### config.mk
export PLATFORM = sky130hd
export DESIGN_NAME = seven_segment_number_time_writer_core
export DESIGN_NICKNAME = d
export VERILOG_FILES = /design/src/sv/ssnt_pkg.sv /design/src/sv/seven_segment_number_time_writer_core.sv
export SDC_FILE = /design/constraint.sdc
export NUM_CORES = 1
export LEC_CHECK = 0
export BUFFER_PORTS_ARGS = -buffer_cell sky130_fd_sc_hd__buf_2
export CELL_PAD_IN_SITES_DETAIL_PLACEMENT = 0
export CELL_PAD_IN_SITES_GLOBAL_PLACEMENT = 1
export CORE_MARGIN = 2
export CORE_UTILIZATION = 50
export CTS_BUF_LIST = sky130_fd_sc_hd__clkbuf_4
export DETAILED_ROUTE_END_ITERATION = 16
export PLACE_DENSITY = 0.86
export SYNTH_ARGS = -nofsm -noshare
export SYNTH_HDL_FRONTEND = slang
export SYNTH_SLANG_ARGS = --single-unit
### constraint.sdc
create_clock -name clk -period 7.01 [get_ports clk]
set_input_delay 0.701 -clock clk [delete_from_list [all_inputs] [get_ports clk]]
set_output_delay 0.701 -clock clk [all_outputs]
set_load 0.1 [all_outputs]
### src/sv/ssnt_pkg.sv
// Package for the seven-segment number/time writer: types, constants, helper functions.
package ssnt_pkg;

	// Defaults and fixed sizes
	localparam int DIGIT_COUNT_DEFAULT = 8;
	localparam int MAX_WRITES          = 8;
	localparam int BCD_DIGITS          = 9;
	localparam int BCD_W               = 4 * BCD_DIGITS;

	localparam logic [7:0] ADDR_BASE = 8'hC0;
	localparam logic [7:0] SEG_DASH  = 8'h40;
	localparam logic [7:0] SEG_BLANK = 8'h00;

	localparam logic [2:0] BRIGHTNESS_RESET = 3'd3;

	// Command codes
	localparam logic CMD_NUMBER = 1'b0;
	localparam logic CMD_TIME   = 1'b1;

	typedef logic [BCD_W-1:0] bcd_t;

	typedef struct packed {
		logic        command;
		logic [26:0] number_value;
		logic [6:0]  hours;
		logic [6:0]  minutes;
		logic [6:0]  seconds;
	} request_t;

	typedef struct packed {
		logic [7:0] ram_address;
		logic [7:0] segment_pattern;
		logic       last_write;
	} result_t;

	typedef struct packed {
		logic [3:0] h_tens;
		logic [3:0] h_ones;
		logic [3:0] m_tens;
		logic [3:0] m_ones;
		logic [3:0] s_tens;
		logic [3:0] s_ones;
	} time_digits_t;

	// Hex digit to segment code
	function automatic logic [7:0] seg_hex(logic [3:0] d);
		logic [7:0] p;
		case (d)
			4'h0: p = 8'h3F;
			4'h1: p = 8'h06;
			4'h2: p = 8'h5B;
			4'h3: p = 8'h4F;
			4'h4: p = 8'h66;
			4'h5: p = 8'h6D;
			4'h6: p = 8'h7D;
			4'h7: p = 8'h07;
			4'h8: p = 8'h7F;
			4'h9: p = 8'h6F;
			4'hA: p = 8'h77;
			4'hB: p = 8'h7C;
			4'hC: p = 8'h39;
			4'hD: p = 8'h5E;
			4'hE: p = 8'h79;
			default: p = 8'h71;
		endcase
		return p;
	endfunction

	// One double-dabble step: add 3 to digits of 5 or more, then shift a bit in
	function automatic bcd_t dd_step(bcd_t b, logic bit_in);
		bcd_t t;
		t = b;
		for (int i = 0; i < BCD_DIGITS; i++) begin
			if (t[4*i +: 4] >= 4'd5) begin
				t[4*i +: 4] = t[4*i +: 4] + 4'd3;
			end
		end
		return {t[BCD_W-2:0], bit_in};
	endfunction

	// Tens and ones of a 7-bit value; x*205 >> 11 equals x/10 for x below 128
	function automatic logic [7:0] split10(logic [6:0] v);
		logic [14:0] p;
		logic [3:0]  q;
		logic [6:0]  r;
		p = 15'(v) * 15'd205;
		q = p[14:11];
		r = v - 7'(q) * 7'd10;
		return {q, r[3:0]};
	endfunction

endpackage

### src/sv/seven_segment_number_time_writer_core.sv
// Top level of the seven-segment number/time writer: conversion pipeline and write sequencer.
// Each request produces display-RAM writes, one per cycle, on result with result_strobe high
// for exactly one cycle each; the receiver cannot stall them. A request is taken when start is
// high and busy is low. Number mode (command 0) writes min(DIGIT_COUNT, 8) positions right to
// left, the value right-aligned with leading positions blanked; time mode (command 1) writes
// HH-MM-SS to positions 0..7 left to right. last_write marks the final write of a request. The
// value passes a four-stage binary-to-BCD pipeline (seven, seven, seven and six shift steps),
// then a sequencer that issues one write per cycle, with no gap between the writes of queued
// requests; the first write is on the ports once the request has passed stages s1 to s4 and
// been loaded into the sequencer. Up to four further requests queue in the pipeline while
// writes go out; busy rises when it is full. brightness is held for the display command and
// does not alter the writes.
module seven_segment_number_time_writer_core #(
	parameter int DIGIT_COUNT = ssnt_pkg::DIGIT_COUNT_DEFAULT
) (
	input  logic               clk,
	input  logic               arst_n,
	input  logic               start,
	output logic               busy,
	input  ssnt_pkg::request_t request,
	output logic               result_strobe,
	output ssnt_pkg::result_t  result,
	input  logic               brightness_we,
	input  logic [2:0]         brightness_wdata
);
	import ssnt_pkg::*;

	localparam int         NUM_WRITES = (DIGIT_COUNT < MAX_WRITES) ? DIGIT_COUNT : MAX_WRITES;
	localparam logic [2:0] LAST_NUM   = 3'(NUM_WRITES - 1);
	localparam logic [2:0] LAST_TIME  = 3'(MAX_WRITES - 1);
	localparam logic [3:0] POS_TOP    = 4'(DIGIT_COUNT - 1);

	// Brightness register
	logic [2:0] brightness_q;

	always_ff @(posedge clk or negedge arst_n) begin
		if (!arst_n) begin
			brightness_q <= BRIGHTNESS_RESET;
		end else if (brightness_we) begin
			brightness_q <= brightness_wdata;
		end
	end

	// Pipeline registers
	logic         valid_s1, valid_s2, valid_s3, valid_s4;
	logic         cmd_s1, cmd_s2, cmd_s3, cmd_s4;
	bcd_t         bcd_s1, bcd_s2, bcd_s3, bcd_s4;
	logic [19:0]  bin_s1;
	logic [12:0]  bin_s2;
	logic [5:0]   bin_s3;
	time_digits_t tim_s1, tim_s2, tim_s3, tim_s4;

	// Sequencer registers
	logic             active_q;
	logic             mode_q;
	logic [2:0]       idx_q;
	logic [7:0][7:0]  pat_q;

	logic seq_last, seq_free, go4;
	logic rdy1, rdy2, rdy3, rdy4;
	logic accept;

	// Handshake chain: a stage takes new data when empty or when its content moves on
	assign seq_last = active_q && (idx_q == (mode_q == CMD_TIME ? LAST_TIME : LAST_NUM));
	assign seq_free = !active_q || seq_last;
	assign go4      = valid_s4 && seq_free;
	assign rdy4     = !valid_s4 || go4;
	assign rdy3     = !valid_s3 || rdy4;
	assign rdy2     = !valid_s2 || rdy3;
	assign rdy1     = !valid_s1 || rdy2;
	assign busy     = !rdy1;
	assign accept   = start && rdy1;

	// Conversion steps for each stage, most significant bits first
	bcd_t         bcd_n1, bcd_n2, bcd_n3, bcd_n4;
	time_digits_t tim_n1;

	always_comb begin
		bcd_n1 = '0;
		for (int i = 0; i < 7; i++) begin
			bcd_n1 = dd_step(bcd_n1, request.number_value[26-i]);
		end
		bcd_n2 = bcd_s1;
		for (int i = 0; i < 7; i++) begin
			bcd_n2 = dd_step(bcd_n2, bin_s1[19-i]);
		end
		bcd_n3 = bcd_s2;
		for (int i = 0; i < 7; i++) begin
			bcd_n3 = dd_step(bcd_n3, bin_s2[12-i]);
		end
		bcd_n4 = bcd_s3;
		for (int i = 0; i < 6; i++) begin
			bcd_n4 = dd_step(bcd_n4, bin_s3[5-i]);
		end
	end

	// Time fields split into tens and ones at entry
	always_comb begin
		{tim_n1.h_tens, tim_n1.h_ones} = split10(request.hours);
		{tim_n1.m_tens, tim_n1.m_ones} = split10(request.minutes);
		{tim_n1.s_tens, tim_n1.s_ones} = split10(request.seconds);
	end

	// Pipeline valid bits
	always_ff @(posedge clk or negedge arst_n) begin
		if (!arst_n) begin
			valid_s1 <= 1'b0;
			valid_s2 <= 1'b0;
			valid_s3 <= 1'b0;
			valid_s4 <= 1'b0;
		end else begin
			if (rdy1) valid_s1 <= accept;
			if (rdy2) valid_s2 <= valid_s1;
			if (rdy3) valid_s3 <= valid_s2;
			if (rdy4) valid_s4 <= valid_s3;
		end
	end

	// Pipeline payload
	always_ff @(posedge clk) begin
		if (rdy1) begin
			cmd_s1 <= request.command;
			bcd_s1 <= bcd_n1;
			bin_s1 <= request.number_value[19:0];
			tim_s1 <= tim_n1;
		end
		if (rdy2) begin
			cmd_s2 <= cmd_s1;
			bcd_s2 <= bcd_n2;
			bin_s2 <= bin_s1[12:0];
			tim_s2 <= tim_s1;
		end
		if (rdy3) begin
			cmd_s3 <= cmd_s2;
			bcd_s3 <= bcd_n3;
			bin_s3 <= bin_s2[5:0];
			tim_s3 <= tim_s2;
		end
		if (rdy4) begin
			cmd_s4 <= cmd_s3;
			bcd_s4 <= bcd_n4;
			tim_s4 <= tim_s3;
		end
	end

	// Segment patterns in write order; digit k>0 blanks when it and all above are zero
	logic [7:0][7:0] pat_n;

	always_comb begin
		if (cmd_s4 == CMD_TIME) begin
			pat_n[0] = seg_hex(tim_s4.h_tens);
			pat_n[1] = seg_hex(tim_s4.h_ones);
			pat_n[2] = SEG_DASH;
			pat_n[3] = seg_hex(tim_s4.m_tens);
			pat_n[4] = seg_hex(tim_s4.m_ones);
			pat_n[5] = SEG_DASH;
			pat_n[6] = seg_hex(tim_s4.s_tens);
			pat_n[7] = seg_hex(tim_s4.s_ones);
		end else begin
			for (int k = 0; k < MAX_WRITES; k++) begin
				if (k != 0 && (bcd_s4 >> (4 * k)) == '0) begin
					pat_n[k] = SEG_BLANK;
				end else begin
					pat_n[k] = seg_hex(bcd_s4[4*k +: 4]);
				end
			end
		end
	end

	// Sequencer control
	always_ff @(posedge clk or negedge arst_n) begin
		if (!arst_n) begin
			active_q <= 1'b0;
			idx_q    <= '0;
		end else if (go4) begin
			active_q <= 1'b1;
			idx_q    <= '0;
		end else if (seq_last) begin
			active_q <= 1'b0;
		end else if (active_q) begin
			idx_q <= idx_q + 3'd1;
		end
	end

	// Sequencer patterns shift down one per write
	always_ff @(posedge clk) begin
		if (go4) begin
			mode_q <= cmd_s4;
			pat_q  <= pat_n;
		end else if (active_q) begin
			pat_q <= {SEG_BLANK, pat_q[7:1]};
		end
	end

	// Result drive
	logic [3:0] pos;

	assign pos                    = (mode_q == CMD_TIME) ? {1'b0, idx_q} : POS_TOP - {1'b0, idx_q};
	assign result_strobe          = active_q;
	assign result.ram_address     = ADDR_BASE + {3'b000, pos, 1'b0};
	assign result.segment_pattern = pat_q[0];
	assign result.last_write      = seq_last;

`ifndef SYNTH
	// No gap inside the writes of one request
	a_no_gap: assert property (@(posedge clk) disable iff (!arst_n)
		result_strobe && !result.last_write |=> result_strobe)
		else $error("write sequence broken before last write");

	// Last write only ever marks a live write
	a_last_strobed: assert property (@(posedge clk) disable iff (!arst_n)
		result.last_write |-> result_strobe)
		else $error("last_write without strobe");

	// An accepted request lands in the first stage
	a_accept_lands: assert property (@(posedge clk) disable iff (!arst_n)
		start && !busy |=> valid_s1)
		else $error("accepted request lost at entry");

	// A request leaving the pipeline starts a write on the next cycle
	a_hand_off: assert property (@(posedge clk) disable iff (!arst_n)
		go4 |=> result_strobe && idx_q == 3'd0)
		else $error("hand-off did not start a write sequence");

	// Brightness changes only on a write
	a_bright_hold: assert property (@(posedge clk) disable iff (!arst_n)
		!brightness_we |=> $stable(brightness_q))
		else $error("brightness changed without write");
`endif

endmodule
==> results.txt, run 1 <==
outcome: finished, final reports clean
Critical Path RT: 7.72 ns
largest cells by area after synthesis: edfxtp_1 (27%), ha_1 (12%), dfxtp_1 (6.2%)
CP Launch Type: register
CTS H-tree depth: 3
clk slew on worst S/H paths: 0.07 ns
fin. max-slew vios: 0
Clk Latency, worst-skew pair: 0.86 ns
first-pass GRT wire length: 111 mm
area grow syn2layout: 9.25%
initial antenna violation count: 2
R2R cell count: 31
Main synth FF type: edfxtp_1
hold endpoint: tim_s1[0]$_DFFE_PN_
Initial DRC Count: 1,369
Post-Place Setup Slack: 0.275 ns
Placeable Area: 63,000 um^2
Synth area leader: edfxtp_1
I/O pin count: 75
Max-Cap Viols: 0
Pleak: 0.0147 uW
vias in the first global route: 23,400
combinational share of power: 16.4%
Die Ht: 256 um
crit path max fanout: 8
clk sinks: 391
CP dominant cell by count: ha_1
CTS tree: built
Crit Reg-Reg Startpoint: bcd_s3[8]$_DFFE_PP_
Gate Count Post-Synth: 3,434
drt via density: 5.65
sw power: 1480 uW
hold path depth: 1
CP peak stage delay: 0.47 ns
total track usage: 19.7%
clk_skew: 0.0590 ns
asr flop ratio synth: 2.05%
Placer Congestion: 0.824
routed len/inst: 14.6 um
final wirelength: 65.6 mm
drt first pass iters: 6
Detail Route Antenna Nets: 0
synth unique cells: 121
cell internal pwr: 4010 uW
largest net degree at the start of global routing: 69
Seq/Total Area, Yosys: 33.7%
Critical Path AT: 7.24 ns
Final WS setup: 0.483 ns
mean post-synth cell area: 9.25 um^2
Net Sw Frac: 27.0%
Hold Crit Start: request[0]
share of the synthesized area in the top cell type: 26.9%
Bufs on Longest Clock Path: 3
DP Area: 33,000 um^2
routed via count: 25,400
fin nets: 3,945
final instance area: 34,700 um^2
Final Hold Vio Count: 0
#FFs+latches synth: 391
fin crit share: 93.1%
# fillers: 5,712
row cnt: 92
crit path kind: reg -> reg
post-DP HPWL: 48.4 mm
top cells by count, synth: ha_1 (297), nand2_1 (297), edfxtp_1 (285), inv_1 (253), nor2_1 (241)
VDD IR max: 188 uV
Slew @ Worst Pin: 1.11 ns
P per Cell Area: 158 nW/um^2
clock root buffer: clkbuf_4
chip width: 256 um
sequential share of power: 45.9%
Buffers on Ports: 64
R2R Setup Slk: 0.48 ns
Slew headroom: 25.5%
multi-input logic area: 19,700 um^2
Starting Density: 50.5%
synthesis warning total: 0
die area: 65,600 um^2
Final min period: 6.53 ns
Residual DRC: 0
total CTS buffers: 102
CP max stage cell: edfxtp_1
EDFF count, synth: 285
Clk pwr share: 37.7%
f_max: 0.153 GHz
gr ovfl total: 0
share of layout cells above drive strength 1: 12.8%
Worst setup EP type: register
Post-Syn Area: 31,800 um^2
hold crit path type: in -> reg
# setup viols final: 0
Storage cell area: 10,700 um^2
stage by stage:
step | util [%] | hold WS [ns] | total power, uW | instances | setup TNS, ns
2_1_floorplan | - | 0.400 | 3280 | 3438 | 0
5_1_grt | 55.1 | 0.0580 | 5820 | 4498 | -0.00131
6_report | 55.1 | 0.130 | 5490 | 4498 | 0
4_1_cts | 55.0 | 0.00624 | 5580 | 4493 | 0
3_5_place_dp | 52.4 | 0.405 | 3470 | 4280 | 0
3_3_place_gp | 52.4 | 0.400 | 3430 | 4280 | 0
worst max-delay path by stage:
| stage | slack [ns] | to | startpoint |
|---|---|---|---|
| after global placement | 0.38 | register | bcd_s3[4]$_DFFE_PP_ |
| after global routing | -0.001 | register | bcd_s3[1]$_DFFE_PP_ |
| after detailed placement | 0.28 | register | bcd_s3[4]$_DFFE_PP_ |
| after CTS | 0.31 | register | bcd_s3[4]$_DFFE_PP_ |
| after floorplan | 0.87 | register | bcd_s3[8]$_DFFE_PP_ |
| final | 0.48 | register | bcd_s3[8]$_DFFE_PP_ |
critical path, delay by kind of cell (launching register included):
family,cells,cell delay [ns]
multiplexers,3,0.65
flip-flops,1,0.47
AO/OA/AOI/OAI,8,1.55
buffers and inverters,6,0.75
adder cells (fa/ha/maj),6,1.35
AND/OR/NAND/NOR,8,1.66
cells in the final DEF (no fill, tap or decap), types with 24 or more instances in the layout:
| master | instances |
|---|---|
| a21o_1 | 42 |
| dfxtp_1 | 98 |
| nor2b_1 | 33 |
| o22ai_1 | 43 |
| nor2_1 | 241 |
| nand3_1 | 55 |
| a21oi_1 | 216 |
| nor3_1 | 72 |
| o211ai_1 | 32 |
| and2_1 | 40 |
| or2_2 | 33 |
| a31oi_1 | 43 |
| xor2_1 | 29 |
| nand2_1 | 295 |
| nand2b_1 | 61 |
| edfxtp_1 | 285 |
| or3_1 | 26 |
| dlygate4sd3_1 | 24 |
| and3_1 | 34 |
| a22o_1 | 26 |
| fa_1 | 27 |
| inv_1 | 253 |
| o21a_1 | 27 |
| a22oi_1 | 49 |
| mux2i_1 | 127 |
| clkbuf_4 | 155 |
| o21ai_0 | 194 |
| buf_4 | 39 |
| buf_2 | 64 |
| xnor2_1 | 77 |
| mux2_2 | 47 |
| ha_1 | 297 |
| a211oi_1 | 37 |
| o22a_1 | 24 |
what timing repair did:
| action | in CTS | in global routing |
|---|---|---|
| setup buffers | 0 | 3 |
| setup endpoints to repair | 0 | 47 |
| hold buffers | 24 | 0 |
| gates resized for setup | 0 | 22 |
| endpoints found under the hold margin | 31 | 0 |
cell families (layout without fill, tap and decap cells):
logic type | count (synthesis) | count (layout) | synth area share, %
DFF | 391 | 391 | 33.7
adders and majority gates | 327 | 327 | 13.5
and+or+nand+nor | 986 | 986 | 15.1
buffers and inverters | 369 | 581 | 4.64
AOI/OAI and AO/OA | 1054 | 1054 | 23.0
xor gates and xnor gates | 112 | 112 | 3.23
muxes | 193 | 193 | 6.77
other | 2 | 8 | 0.0236
final cells by class:
cell class,instances,area share (%)
diodes,2,0.0144
multi-input cells,2678,56.7
inverters,264,2.86
flip-flops and latches,391,30.9
repair buffers,128,2.52
clock buffers,155,3.35
clock inverters,34,0.613
well taps,846,3.05
layer usage:
layer  wire, um  up-vias  GRT usage, %
met3       2270       79          2.96
met4        913        0          4.81
met1      32900    11800          27.8
li1           -    13100             -
met2      29500      380          31.9
met5          0        -             0
power by group through the flow:
stage | registers [uW] | clock network [uW] | logic (uW)
after floorplan | 2570 | 0 | 714
after global placement | 2570 | 0 | 861
after detailed placement | 2570 | 0 | 895
after CTS | 2520 | 2140 | 913
after global routing | 2520 | 2250 | 1050
final | 2520 | 2070 | 900
Power figures use the tool's default switching activity.
==> run 2, diff against run 1 <==
--- a/config.mk
+++ b/config.mk
@@ -5,14 +5,15 @@
 export SDC_FILE = /design/constraint.sdc
 export NUM_CORES = 1
 export LEC_CHECK = 0
-export BUFFER_PORTS_ARGS = -buffer_cell sky130_fd_sc_hd__buf_2
+export ABC_AREA = 1
+export BUFFER_PORTS_ARGS = -buffer_cell sky130_fd_sc_hd__buf_4
 export CELL_PAD_IN_SITES_DETAIL_PLACEMENT = 0
 export CELL_PAD_IN_SITES_GLOBAL_PLACEMENT = 1
 export CORE_MARGIN = 2
 export CORE_UTILIZATION = 50
 export CTS_BUF_LIST = sky130_fd_sc_hd__clkbuf_4
 export DETAILED_ROUTE_END_ITERATION = 16
-export PLACE_DENSITY = 0.86
+export PLACE_DENSITY = 0.88
 export SYNTH_ARGS = -nofsm -noshare
 export SYNTH_HDL_FRONTEND = slang
 export SYNTH_SLANG_ARGS = --single-unit
==> results.txt, run 2 <==
total CTS buffers: 104 (+2.0%)
clk_skew: 0.0942 ns (+0.0352 ns)
Die Ht: 249 um (-2.7%)
CTS tree: built
gr ovfl total: 0 (unchanged)
first-pass GRT wire length: 97.1 mm (-13%)
Bufs on Longest Clock Path: 3 (unchanged)
Critical Path AT: 6.17 ns (-1.07 ns)
share of the synthesized area in the top cell type: 28.4% (+1.5 points)
Synth area leader: edfxtp_1
Setup TNS: 0 ns (unchanged)
routed via count: 23,600 (-7.1%)
drt first pass iters: 5 (-1)
Placeable Area: 59,200 um^2 (-5.9%)
final wirelength: 56.0 mm (-15%)
CP dominant cell by count: nand2_1
Hold Crit Start: request[22]
Detail Route Antenna Nets: 0 (unchanged)
CP Launch Type: register
Synth Area in Adders: 14.1% (+0.66 points)
crit path kind: reg -> reg
Max-Cap Viols: 0 (unchanged)
Slew @ Worst Pin: 1.03 ns (-0.0801 ns)
# fillers: 5,528 (-3.2%)
most frequent cells in the layout: nand2_1 (986), inv_1 (544), nand3_1 (311)
routed len/inst: 11.8 um (-19%)
post-CTS setup buffers: 0 (unchanged)
largest net degree at the start of global routing: 80 (+16%)
R2R cell count: 39 (+26%)
clock root buffer: clkbuf_4
Final min period: 5.51 ns (-1.02 ns)
unrepaired setup endpoints after global routing: no
Main synth FF type: edfxtp_1
Residual DRC: 0 (unchanged)
clk slew on worst S/H paths: 0.08 ns (about the same)
Clk Latency, worst-skew pair: 0.85 ns (about the same)
Crit Reg-Reg Startpoint: bcd_s3[24]$_DFFE_PP_
Seq/Total Area, Yosys: 35.6% (+1.9 points)
mean post-synth cell area: 8.04 um^2 (-13%)
hold crit path type: in -> reg
CP max stage cell: edfxtp_1
outcome: finished, final reports clean
CTS H-tree depth: 3 (unchanged)
initial antenna violation count: 2 (unchanged)
Post-Syn Area: 30,100 um^2 (-5.3%)
compound-gate portion of the synthesized area: 8.71% (-14 points)
vias in the first global route: 22,100 (-5.6%)
post-DP HPWL: 42.9 mm (-11%)
Synth Area in XOR/XNOR: 3.19% (-0.043 points)
area grow syn2layout: 9.54%
main combinational cell family by area after synthesis: simple AND/OR/NAND/NOR gates
critical path launch point: bcd_s3[24]$_DFFE_PP_
Gate Count Post-Synth: 3,742 (+9.0%)
synthesis warning total: 0 (unchanged)
hold path depth: 1 (unchanged)
total track usage: 18.2% (-1.5 points)
most common cell after layout, fill and taps aside: nand2_1
hold buffer count at cts: 20 (-17%)
synth unique cells: 62 (-49%)
largest cells by area after synthesis: edfxtp_1 (28%), ha_1 (12%), nand2_1 (12%)
row cnt: 89 (-3.3%)
fin nets: 4,282 (+8.5%)
Worst setup EP type: register
Buffers on Ports: 64 (unchanged)
count leader, synth: nand2_1
post_cts resized: 0 (unchanged)
clk sinks: 391 (unchanged)
Starting Density: 50.8% (+0.32 points)
drt via density: 4.96 (-12%)
Placer Congestion: 0.820 (-0.47%)
R2R Setup Slk: 1.50 ns (+1.02 ns)
#FFs+latches synth: 391 (unchanged)
Critical Path RT: 7.67 ns (-0.05 ns)
chip width: 249 um (-2.7%)
asr flop ratio synth: 2.05% (unchanged)
fin. max-slew vios: 0 (unchanged)
I/O pin count: 75 (unchanged)
Initial DRC Count: 1,108 (-19%)
Synth Area in Simple Gates: 30.1% (+15 points)
EDFF count, synth: 285 (unchanged)
share of layout cells above drive strength 1: 17.2% (+4.4 points)
top cells by count, synth: nand2_1 (987), inv_1 (548), nand3_1 (311), ha_1 (297), edfxtp_1 (285)
f_max: 0.182 GHz (+18%)
Final Hold Vio Count: 0 (unchanged)
die area: 62,100 um^2 (-5.2%)
fin crit share: 78.6% (-15 points)
mux share of post-synthesis cell area: 0% (-6.8 points)
# setup viols final: 0 (unchanged)
CP peak stage delay: 0.43 ns (-0.04 ns)
crit path max fanout: 7 (-1)
Slew headroom: 31.4% (+5.9 points)
run 2: changes by cell type after synthesis, moves of 68 or more:
| cell | delta |
|---|---|
| nor3_1 | -72 |
| nand2_2 | +172 |
| nand3_2 | +69 |
| nor2_1 | -111 |
| nand3_1 | +255 |
| mux2i_1 | -131 |
| inv_1 | +295 |
| nand2_1 | +690 |
| xnor2_1 | -68 |
| nand4_1 | +74 |
| a21oi_1 | -130 |
run 2: through the flow:
| stage | std cells | util, % | area [um^2] | setup WS (ns) | hold slack, ns |
|---|---|---|---|---|---|
| after global placement | 4548 | 53.0 | 31400 | 1.65 | 0.401 |
| after CTS | 4762 | 55.6 | 32900 | 1.48 | 0.00904 |
| after detailed placement | 4548 | 53.0 | 31400 | 1.57 | 0.405 |
| after global routing | 4764 | 55.6 | 33000 | 0.835 | 0.00108 |
| final | 4764 | 55.6 | 33000 | 1.50 | 0.107 |
| after floorplan | 3746 | - | 30100 | 0.404 | 0.400 |
run 2: kinds of logic (layout without fill, tap and decap cells):
kind of cell,after synthesis,count (layout)
compound gates,425,425
xor+xnor,91,91
fa+ha+maj,324,324
buf+inv,633,877
flops,391,391
other cells,2,7
simple gates,1876,1876
run 2: per-layer routing:
| layer | vias up | wire, um | GRT usage, % |
|---|---|---|---|
| met5 | - | 13 | 0 |
| met1 | 10500 | 28400 | 24.9 |
| met3 | 85 | 2120 | 3.12 |
| met2 | 348 | 24500 | 29.7 |
| li1 | 12700 | - | - |
| met4 | 2 | 985 | 4.87 |
run 2: path summary, 6_finish.rpt:
check | end
worst max-delay path | register
worst min-delay path | bin_s1[1]$_DFFE_PN_
worst max register to register | register
worst min register to register | tim_s2[19]$_DFFE_PP_
max in group asynchronous | valid_s3$_DFFE_PN0P_
min in group asynchronous | result_strobe$_DFFE_PN0P_
run 2: critical path, delay by kind of cell (launching register included):
kind	cells	cell delay, ns
XOR/XNOR	2	0.42
AND/OR/NAND/NOR	23	2.41
flip-flops	1	0.43
buffers and inverters	6	0.62
adder cells (fa/ha/maj)	7	1.34
AO/OA/AOI/OAI	1	0.10
run 2: cell type report:
class	count	area, um^2	share of cell area, %
Timing Repair Buffer	96	773	2.35
Clock buffer	158	1190	3.60
Inverter	587	2210	6.71
Sequential cell	391	10700	32.5
Multi-Input combinational cell	2722	16900	51.3
Tap cell	773	967	2.93
Antenna cell	1	2.50	0.00759
Clock inverter	36	174	0.528
Power of run 2 is not shown: default switching activity piles up to over one toggle a cycle in this logic, so the estimate is an artifact.
